===== config.mk =====
export PLATFORM = sky130hd
export DESIGN_NAME = totient_square_prefix_sum
export DESIGN_NICKNAME = d
export VERILOG_FILES = /design/src/design/tsps_pkg.sv /design/src/design/totient_square_prefix_sum.sv
export SDC_FILE = /design/constraint.sdc
export NUM_CORES = 2
export LEC_CHECK = 0
export BUFFER_PORTS_ARGS = -buffer_cell sky130_fd_sc_hd__buf_2
export CAP_MARGIN = 20
export CORE_AREA = 2 2 364 366
export DETAILED_ROUTE_END_ITERATION = 10
export DIE_AREA = 0 0 366 368
export PLACE_DENSITY = 0.55
export SYNTH_ARGS = -nofsm -noshare
export SYNTH_HDL_FRONTEND = slang
export SYNTH_SLANG_ARGS = --single-unit
export TNS_END_PERCENT = 10

===== constraint.sdc =====
create_clock -name i_clk -period 10.7 [get_ports i_clk]
set_clock_uncertainty 0.2 [all_clocks]
set_input_delay 2.14 -clock i_clk [delete_from_list [all_inputs] [get_ports i_clk]]
set_output_delay 2.14 -clock i_clk [all_outputs]
set_load 0.05 [all_outputs]

===== src/design/tsps_pkg.sv =====
// Package with widths, defaults and sequencer types for the totient square prefix sum block.
package tsps_pkg;

    localparam int NUM_W      = 23;
    localparam int SUM_W      = 64;
    localparam int SQ_W       = 2 * NUM_W;
    localparam int P_W        = 13;
    localparam int P2_W       = 25;
    localparam int DIV_W      = NUM_W + 1;
    localparam int DIV_STEPS  = DIV_W / 2;
    localparam int CNT_W      = $clog2(DIV_STEPS + 1);
    localparam int IN_DATA_W  = 24;
    localparam int OUT_DATA_W = 88;
    localparam int DEFAULT_MAX_N = 8388607;

    typedef enum logic [2:0] {
        ST_IDLE,
        ST_CHECK,
        ST_DIV,
        ST_EVAL,
        ST_SQUARE,
        ST_ACCUM
    } t_state;

    typedef enum logic [1:0] {
        DM_REST,
        DM_RES,
        DM_FINAL
    } t_dmode;

endpackage


===== src/design/totient_square_prefix_sum.sv =====
// Totient by trial division on a shared two-bit divider, with a saturating sum of squares.
// Each trial candidate (2, then odd numbers while p*p fits the rest) runs check, divide and
// evaluate; each exact division divides again, each prime factor divides the totient, and a
// closing check hands a leftover prime factor one more division before square and accumulate.
// One transfer at a time, taken again in the cycle after the result is registered.
// Synchronous active-low reset clears state, output valid and sum.
module totient_square_prefix_sum #(
    parameter int MAX_N = tsps_pkg::DEFAULT_MAX_N
) (
    input  logic                                i_clk,
    input  logic                                i_rst_n,
    input  logic                                s_tvalid,
    output logic                                s_tready,
    // Fields from bit 0: number [22:0], zero fill [23].
    input  logic [tsps_pkg::IN_DATA_W-1:0]      s_tdata,
    // Fields from bit 0: clear_sum.
    input  logic                                s_tuser,
    output logic                                m_tvalid,
    input  logic                                m_tready,
    // Fields from bit 0: totient [22:0], running_sum [86:23], zero fill [87].
    output logic [tsps_pkg::OUT_DATA_W-1:0]     m_tdata,
    // Fields from bit 0: sum_saturated.
    output logic                                m_tuser
);

    localparam int NW = tsps_pkg::NUM_W;
    localparam int SW = tsps_pkg::SUM_W;
    localparam int QW = tsps_pkg::SQ_W;
    localparam int PW = tsps_pkg::P_W;
    localparam int P2W = tsps_pkg::P2_W;
    localparam int DW = tsps_pkg::DIV_W;
    localparam int CW = tsps_pkg::CNT_W;
    localparam int NW1 = NW + 1;
    localparam logic [NW:0] MAX_N_V = NW1'(MAX_N);

    tsps_pkg::t_state r_state, n_state;
    tsps_pkg::t_dmode r_dmode, n_dmode;

    logic [NW-1:0]  r_rest, n_rest;
    logic [NW-1:0]  r_res, n_res;
    logic [PW-1:0]  r_p, n_p;
    logic [P2W-1:0] r_p2, n_p2;
    logic           r_found, n_found;
    logic           r_clear, n_clear;
    logic [NW-1:0]  r_rem, n_rem;
    logic [DW-1:0]  r_quo, n_quo;
    logic [NW-1:0]  r_dvs, n_dvs;
    logic [CW-1:0]  r_cnt, n_cnt;
    logic [QW-1:0]  r_sq, n_sq;
    logic [SW-1:0]  r_sum, n_sum;
    logic           r_mvalid, n_mvalid;
    logic [NW-1:0]  r_mtot, n_mtot;
    logic [SW-1:0]  r_msum, n_msum;

    logic [NW:0]    num_ext;
    logic [NW-1:0]  num_clamped;
    logic [NW:0]    t1, t2;
    logic           ge1, ge2;
    logic [NW-1:0]  rem1, rem2;
    logic [DW-1:0]  quo1, quo2;
    logic [PW-1:0]  p_adv;
    logic [P2W-1:0] p2_adv;
    logic [SW-1:0]  sum_base;
    logic [SW:0]    sum_add;

    assign s_tready = (r_state == tsps_pkg::ST_IDLE);
    assign m_tvalid = r_mvalid;
    assign m_tdata  = {1'b0, r_msum, r_mtot};
    assign m_tuser  = (r_msum == {SW{1'b1}});

    always_comb begin
        num_ext     = {1'b0, s_tdata[NW-1:0]};
        num_clamped = (num_ext > MAX_N_V) ? MAX_N_V[NW-1:0] : s_tdata[NW-1:0];

        t1   = {r_rem, r_quo[DW-1]};
        ge1  = (t1 >= {1'b0, r_dvs});
        rem1 = ge1 ? NW'(t1 - {1'b0, r_dvs}) : t1[NW-1:0];
        quo1 = {r_quo[DW-2:0], ge1};
        t2   = {rem1, quo1[DW-1]};
        ge2  = (t2 >= {1'b0, r_dvs});
        rem2 = ge2 ? NW'(t2 - {1'b0, r_dvs}) : t2[NW-1:0];
        quo2 = {quo1[DW-2:0], ge2};

        if (r_p == PW'(2)) begin
            p_adv  = PW'(3);
            p2_adv = r_p2 + P2W'(5);
        end else begin
            p_adv  = r_p + PW'(2);
            p2_adv = r_p2 + P2W'({r_p, 2'b00}) + P2W'(4);
        end

        sum_base = r_clear ? '0 : r_sum;
        sum_add  = {1'b0, sum_base} + (SW + 1)'(r_sq);
    end

    always_comb begin
        n_state  = r_state;
        n_dmode  = r_dmode;
        n_rest   = r_rest;
        n_res    = r_res;
        n_p      = r_p;
        n_p2     = r_p2;
        n_found  = r_found;
        n_clear  = r_clear;
        n_rem    = r_rem;
        n_quo    = r_quo;
        n_dvs    = r_dvs;
        n_cnt    = r_cnt;
        n_sq     = r_sq;
        n_sum    = r_sum;
        n_mvalid = r_mvalid;
        n_mtot   = r_mtot;
        n_msum   = r_msum;

        if (r_mvalid && m_tready) begin
            n_mvalid = 1'b0;
        end

        case (r_state)
            tsps_pkg::ST_IDLE: begin
                if (s_tvalid) begin
                    n_rest  = num_clamped;
                    n_res   = num_clamped;
                    n_clear = s_tuser;
                    n_p     = PW'(2);
                    n_p2    = P2W'(4);
                    n_state = tsps_pkg::ST_CHECK;
                end
            end
            tsps_pkg::ST_CHECK: begin
                n_rem = '0;
                n_cnt = '0;
                if (r_p2 <= P2W'(r_rest)) begin
                    n_quo   = DW'(r_rest);
                    n_dvs   = NW'(r_p);
                    n_dmode = tsps_pkg::DM_REST;
                    n_found = 1'b0;
                    n_state = tsps_pkg::ST_DIV;
                end else if (r_rest > NW'(1)) begin
                    n_quo   = DW'(r_res);
                    n_dvs   = r_rest;
                    n_dmode = tsps_pkg::DM_FINAL;
                    n_state = tsps_pkg::ST_DIV;
                end else begin
                    n_state = tsps_pkg::ST_SQUARE;
                end
            end
            tsps_pkg::ST_DIV: begin
                n_rem = rem2;
                n_quo = quo2;
                n_cnt = r_cnt + CW'(1);
                if (r_cnt == CW'(tsps_pkg::DIV_STEPS - 1)) begin
                    n_state = tsps_pkg::ST_EVAL;
                end
            end
            tsps_pkg::ST_EVAL: begin
                n_cnt = '0;
                case (r_dmode)
                    tsps_pkg::DM_REST: begin
                        n_rem = '0;
                        if (r_rem == '0) begin
                            n_rest  = r_quo[NW-1:0];
                            n_quo   = r_quo;
                            n_found = 1'b1;
                            n_state = tsps_pkg::ST_DIV;
                        end else if (r_found) begin
                            n_quo   = DW'(r_res);
                            n_dmode = tsps_pkg::DM_RES;
                            n_state = tsps_pkg::ST_DIV;
                        end else begin
                            n_p     = p_adv;
                            n_p2    = p2_adv;
                            n_state = tsps_pkg::ST_CHECK;
                        end
                    end
                    tsps_pkg::DM_RES: begin
                        n_res   = r_res - r_quo[NW-1:0];
                        n_found = 1'b0;
                        n_p     = p_adv;
                        n_p2    = p2_adv;
                        n_state = tsps_pkg::ST_CHECK;
                    end
                    default: begin
                        n_res   = r_res - r_quo[NW-1:0];
                        n_state = tsps_pkg::ST_SQUARE;
                    end
                endcase
            end
            tsps_pkg::ST_SQUARE: begin
                n_sq    = QW'(r_res) * QW'(r_res);
                n_state = tsps_pkg::ST_ACCUM;
            end
            tsps_pkg::ST_ACCUM: begin
                if (!r_mvalid || m_tready) begin
                    n_sum    = sum_add[SW] ? {SW{1'b1}} : sum_add[SW-1:0];
                    n_msum   = n_sum;
                    n_mtot   = r_res;
                    n_mvalid = 1'b1;
                    n_state  = tsps_pkg::ST_IDLE;
                end
            end
            default: begin
                n_state = tsps_pkg::ST_IDLE;
            end
        endcase
    end

    always_ff @(posedge i_clk) begin
        if (!i_rst_n) begin
            r_state  <= tsps_pkg::ST_IDLE;
            r_mvalid <= 1'b0;
            r_sum    <= '0;
        end else begin
            r_state  <= n_state;
            r_mvalid <= n_mvalid;
            r_sum    <= n_sum;
        end
    end

    always_ff @(posedge i_clk) begin
        r_dmode <= n_dmode;
        r_rest  <= n_rest;
        r_res   <= n_res;
        r_p     <= n_p;
        r_p2    <= n_p2;
        r_found <= n_found;
        r_clear <= n_clear;
        r_rem   <= n_rem;
        r_quo   <= n_quo;
        r_dvs   <= n_dvs;
        r_cnt   <= n_cnt;
        r_sq    <= n_sq;
        r_mtot  <= n_mtot;
        r_msum  <= n_msum;
    end

    // The divider never runs with a zero divisor.
    a_div_nonzero: assert property (@(posedge i_clk) disable iff (!i_rst_n)
        (r_state == tsps_pkg::ST_DIV) |-> (r_dvs != '0))
        else $error("divider started with zero divisor");

    // The partial remainder of the restoring divider stays below the divisor.
    a_rem_bound: assert property (@(posedge i_clk) disable iff (!i_rst_n)
        (r_state == tsps_pkg::ST_DIV) |-> (r_rem < r_dvs))
        else $error("divider remainder out of range");

    // The step counter never passes the last divider step.
    a_cnt_bound: assert property (@(posedge i_clk) disable iff (!i_rst_n)
        (r_state == tsps_pkg::ST_DIV) |-> (r_cnt < CW'(tsps_pkg::DIV_STEPS)))
        else $error("divider step counter overrun");

    // An accepted transfer always starts the sequencer.
    a_start: assert property (@(posedge i_clk) disable iff (!i_rst_n)
        (s_tvalid && s_tready) |=> (r_state == tsps_pkg::ST_CHECK))
        else $error("sequencer did not start after input transfer");

    // A result is loaded only into a free or draining output register.
    a_no_overwrite: assert property (@(posedge i_clk) disable iff (!i_rst_n)
        (r_state == tsps_pkg::ST_ACCUM && r_mvalid && !m_tready)
        |=> (r_state == tsps_pkg::ST_ACCUM))
        else $error("result lost while output stalled");

endmodule


Word level (Yosys, flattened, before mapping):

Index checks and enable logic that the tools add are counted.

* add/subtract/negate cells: 9
* $mul: 1
* $lt $le $gt $ge: 4
* eq/ne operators: 23
* multiplexer cells: 55
* reductions and logical operators: 23

Operators by type and width (number)
* $mux 23: 8
* $mux 64: 2
* $mux 24: 5
* $mux 25: 4
* $pmux 25 s2: 2
* $pmux 23 s2: 2
* $pmux 24 s3: 1
* $pmux 23 s3: 1
* $sub 23x23->23: 3
* $add 64x46->65: 1
* $mux 13: 5
* $eq 64x64->1 const B: 1
* $pmux 13 s2: 2
* $add 25x3->25 const B: 2
* $ge 24x23->1: 2
* $mul 23x23->46: 1
* $add 25x15->25: 1
* $le 25x23->1: 1
* $gt 23x1->1 const B: 1
* $logic_not 23->1: 1
* $ne 2x2->1 const B: 9
* $pmux 3 s6: 1
* $mux 3: 5
* $ne 3x3->1 const B: 5
* other kinds (26): 49

* bits in registers: 363
* input port bits: 29
* output and inout port bits: 91

Logic depth before layout (Yosys ltp):

* word-level depth: 7
* mapped depth: 28
* mapped depth without buffers: 27

Least setup slack after synthesis:

No wires, ideal clock.

* path kind: reg2reg
* from: reg r_res[5]
* to: reg r_sq[42], data pin
* library setup time: 0.259 ns
* arrival: 7.099 ns
* data required time: 10.241 ns
* slack: 3.142 ns
* stages on the path, launching flop included: 29
* period minus slack after synthesis: 7.558 ns
* cells stage by stage: edfxtp_1 clkbuf_1 clkbuf_1 nand2_1 fa_1 inv_1 fa_1 inv_1 fa_1 inv_1 fa_1 inv_1 fa_1 inv_1 fa_1 inv_1 fa_1 inv_1 ha_1 a21oi_1 o21ai_0 a221oi_1 nor2_1 a211oi_2 o22ai_1 a21bo_2 a211o_1 a21oi_1 xnor2_1

* word-level cells in the longest chain between the ends: 1

Ends and longest elaborated chain
* start: declaration: line totient_square_prefix_sum.sv:40 `logic [NW-1:0] r_res, n_res;`
* start signal: assignment: line totient_square_prefix_sum.sv:223 `r_res <= n_res;`
* $mul 23x23->46: line totient_square_prefix_sum.sv:190 `n_sq = QW'(r_res) * QW'(r_res);`
* end signal: assignment: line totient_square_prefix_sum.sv:232 `r_sq <= n_sq;`
* end: declaration: line totient_square_prefix_sum.sv:49 `logic [QW-1:0] r_sq, n_sq;`

Every way passes these cells.
A chain may end at the register's enable or synchronous reset.

Worst setup path after layout:

* from: reg r_res[5]
* to: reg r_sq[45], data pin

Same word-level chain as after synthesis.

==> impl_metrics.sql <==
INSERT INTO impl_metrics (metric_group, metric, value, unit) VALUES
('status', 'outcome', 'complete, no violations', ''),
('detailed_routing', 'drt-pass1-iter-count', '5', ''),
('timing', 'post-route-worst-setup-slack', '1971', 'ps'),
('critical_path', 'timing.critical_path.from_type', 'flop', ''),
('timing', 'setup_total_negative_slack', '0', 'ps'),
('global_routing', 'antenna_found_initial', '2', ''),
('placed_design', 'dpl-instance-area', '0.04035', 'mm^2'),
('global_routing', 'grt.total_usage', '15.05', '%'),
('yosys', 'synth.lib_cells_used.distinct', '83', ''),
('global_routing', 'overflow_left_after_global_routing', '0', ''),
('timing', 'finalWorstPathRequiredPeriod', '8729', 'ps'),
('timing', 'worst_pin_slew', '1061', 'ps'),
('clock_tree', 'cts_tree', 'yes', ''),
('die', 'number_of_standard_cell_rows_in_the_floorplan', '133', ''),
('critical_path', 'worst-endpoint-required', '10820', 'ps'),
('die', 'die_x', '366', 'um'),
('final_layout', 'multi_input_area', '0.02452', 'mm^2'),
('clock_tree', 'hold_buffers', '0', ''),
('yosys', 'area_contributors_post_synth', 'sky130_fd_sc_hd__edfxtp_1 23%, sky130_fd_sc_hd__fa_1 21%, sky130_fd_sc_hd__ha_1 11%, sky130_fd_sc_hd__inv_1 6.5%, sky130_fd_sc_hd__nand2_1 3.8%', ''),
('yosys', 'synth_async_sr_flop_share', '0', '%'),
('global_routing', 'grt_pass1_wl', '161.3', 'mm'),
('detailed_routing', 'detailroute.via_count', '27850', ''),
('critical_path', 'classification_of_the_worst_setup_path', 'flop to flop', ''),
('placed_design', 'dp_hpwl', '79.85', 'mm'),
('yosys', 'top_post_synthesis_cells_by_count', '650 x sky130_fd_sc_hd__inv_1, 395 x sky130_fd_sc_hd__fa_1, 380 x sky130_fd_sc_hd__nand2_1, 339 x sky130_fd_sc_hd__ha_1, 294 x sky130_fd_sc_hd__edfxtp_1', ''),
('timing', 'fmax', '114.6', 'MHz'),
('clock_tree', 'clock_tree.htree_level_count', '2', ''),
('final_layout', 'area.growth.synth_to_final', '10.98', '%'),
('final_layout', 'postLayoutCellArea', '0.04178', 'mm^2'),
('die', 'floorplan.io_pins', '120', ''),
('global_routing', 'first_global_vias', '28230', ''),
('yosys', 'synth-edff-count', '294', ''),
('clock_tree', 'post-cts-setup-buffers', '0', ''),
('clock_tree', 'cts.sink_count', '362', ''),
('critical_path', 'crit_path_end_kind', 'flop', ''),
('yosys', 'synth_most_common_cell', 'sky130_fd_sc_hd__inv_1', ''),
('critical_path', 'worstPathMaxFanout', '14', ''),
('yosys', 'synthesis.area', '0.03765', 'mm^2'),
('yosys', 'net_count_after_synthesis', '4726', ''),
('die', 'initial_core_util', '28.78', '%'),
('min_path', 'hold_path.class', 'flop to flop', ''),
('yosys', 'synthesis.area_per_instance', '9.500', 'um^2'),
('critical_path', 'arrival_time_at_the_worst_endpoint', '8850', 'ps'),
('timing', 'final-hold-violation-count', '0', ''),
('yosys', 'synth.ff_latch_count', '362', ''),
('flow_run', 'maximum_capacitance_violations', '0', ''),
('yosys', 'number_of_warnings_reported_in_the_yosys_synthesis_log', '0', ''),
('final_layout', 'drive_above_1_share', '7.195', '%'),
('final_layout', 'fillerInstances', '13600', ''),
('yosys', 'synth_cells', '3963', ''),
('clock_tree', 'postCtsResizedCells', '0', ''),
('timing', 'final-setup-viol-count', '0', ''),
('placed_design', 'io_buffers', '117', ''),
('detailed_routing', 'drt_drc_violations_left', '0', ''),
('placed_design', 'dp_worst_setup_slack', '1976', 'ps'),
('clock_tree', 'cts.root.buffer_cell', 'sky130_fd_sc_hd__clkbuf_16', ''),
('detailed_routing', 'detail_route.wirelength', '102.4', 'mm'),
('timing', 'rsz0062_at_grt', 'false', ''),
('detailed_routing', 'routed_wirelength_normalized_by_instance_count', '17.57', 'um'),
('yosys', 'synth.largest_area_cell', 'sky130_fd_sc_hd__edfxtp_1', ''),
('clock_tree', 'tritoncts.num_buffers', '43', ''),
('yosys', 'synthDominantCellAreaShare', '23.45', '%'),
('clock_tree', 'clock_tree.buffer_depth', '3', ''),
('timing', 'finalCritPeriodShare', '81.58', '%'),
('die', 'die-height', '368', 'um'),
('clock_tree', 'worstSkewPairLatency', '600', 'ps'),
('die', 'core_area', '0.1308', 'mm^2'),
('detailed_routing', 'avgViaCountPerCell', '4.778', ''),
('clock_tree', 'clk_pin_slew', '60', 'ps'),
('detailed_routing', 'drt_iter0_drc', '2072', ''),
('detailed_routing', 'route.antenna.remaining_nets', '0', ''),
('yosys', 'ys_dominant_reg_cell', 'sky130_fd_sc_hd__edfxtp_1', ''),
('global_routing', 'grt_max_degree', '83', ''),
('timing', 'slew_headroom', '29.27', '%'),
('placed_design', 'gpl.final_weighted_congestion', '0.8617', ''),
('yosys', 'yosysSeqAreaShare', '27.07', '%'),
('timing', 'timing.final.max_slew_violations', '0', ''),
('final_layout', 'layout.nets', '4801', ''),
('final_layout', 'seq_area', '0.01019', 'mm^2'),
('die', 'die_area', '0.1347', 'mm^2');
-- area by class of cell --
type                       instances  share of cell area [%]
inverter                         651                   5.861
multi-input combinational       2808                   58.69
tap                             1755                   5.256
clock inverter                    26                  0.5690
sequential                       362                   24.39
clock buffer                      53                   2.791
timing repair buffer             172                   2.438
antenna                            1                0.005989
-- cells by family after synthesis --
family | after synthesis | share of synthesized area [%]
AO/OA/AOI/OAI | 727 | 12.63
XOR/XNOR | 203 | 4.723
adder cells (fa/ha/maj) | 734 | 32.27
buffers and inverters | 793 | 7.983
flip-flops | 362 | 27.07
multiplexers | 43 | 1.206
other | 1 | 0.009961
AND/OR/NAND/NOR | 1100 | 14.11
-- metal layers --
metal	GRT usage [%]	routed length [um]	vias up
met1	22.26	50360	13610
met2	23.25	44340	655
met4	3.498	2207	2
met3	1.902	5456	109
met5	0	13	-
li1	-	-	13470
-- path summary, 6_finish.rpt --
check	slack, ps	from	depth (start not counted)	endpoint
hold / removal	260	r_sum[24]	2	r_sum[24]
hold reg to reg	260	r_sum[24]	2	r_sum[24]
setup reg to reg	1970	r_res[5]	27	r_sq[45]
setup / recovery	1970	r_res[5]	27	r_sq[45]
-- state kept, by name, summed over array words and instances, names as in the netlist --
name,cells
r_sq,45
r_res,23
r_sum,64
r_state,3
r_msum,64
r_clear,1
r_found,1
r_rest,23
r_rem,23
r_p,13
r_quo,24
r_dmode,2
r_dvs,23
r_mtot,23
m_tvalid,1
r_p2,25
r_cnt,4
-- worst max-delay path: stages, from the launching register on --
cell	delay (ps)
sky130_fd_sc_hd__edfxtp_1	810
sky130_fd_sc_hd__buf_4	310
sky130_fd_sc_hd__nand2_1	100
sky130_fd_sc_hd__fa_1	570
sky130_fd_sc_hd__inv_1	70
sky130_fd_sc_hd__fa_1	500
sky130_fd_sc_hd__inv_1	50
sky130_fd_sc_hd__fa_1	540
sky130_fd_sc_hd__inv_1	50
sky130_fd_sc_hd__fa_1	490
sky130_fd_sc_hd__inv_1	50
sky130_fd_sc_hd__fa_1	480
sky130_fd_sc_hd__inv_1	60
sky130_fd_sc_hd__fa_1	530
sky130_fd_sc_hd__inv_1	50
sky130_fd_sc_hd__fa_1	560
sky130_fd_sc_hd__inv_1	50
sky130_fd_sc_hd__ha_1	320
sky130_fd_sc_hd__nand2_1	100
sky130_fd_sc_hd__nor2_1	210
sky130_fd_sc_hd__nand4_1	210
sky130_fd_sc_hd__a2111oi_0	780
sky130_fd_sc_hd__nor3_1	230
sky130_fd_sc_hd__o31ai_1	450
sky130_fd_sc_hd__a211oi_1	210
sky130_fd_sc_hd__o221ai_1	230
sky130_fd_sc_hd__a21oi_1	110
sky130_fd_sc_hd__xnor2_1	130
-- per-stage QoR --
stage	util (%)	hold slack, ps	cells
finish	31.94	257.5	5828
global route	31.94	269.8	5827
CTS	31.92	257.8	5826
detailed placement	30.85	246.2	5747
global placement	30.85	238.9	5747
floorplan	-	224.4	3963
-- placed cells by master (no fill, tap or decap), drive strengths merged, types with 28 or more instances in the layout --
| master | count |
|---|---|
| a21o | 66 |
| fa | 395 |
| ha | 339 |
| a21oi | 191 |
| o21ai | 173 |
| clkbuf | 53 |
| xor2 | 75 |
| a211oi | 28 |
| and3 | 36 |
| edfxtp | 294 |
| o21a | 36 |
| nand3 | 54 |
| nor2 | 231 |
| a31oi | 33 |
| nand2 | 380 |
| nor3 | 53 |
| nand4 | 50 |
| and2 | 116 |
| nor2b | 92 |
| inv | 654 |
| buf | 172 |
| xnor2 | 128 |
| dfxtp | 68 |
| o211ai | 28 |
Power is not shown: default switching activity piles up to over one toggle a cycle in this logic, so the estimate is an artifact.
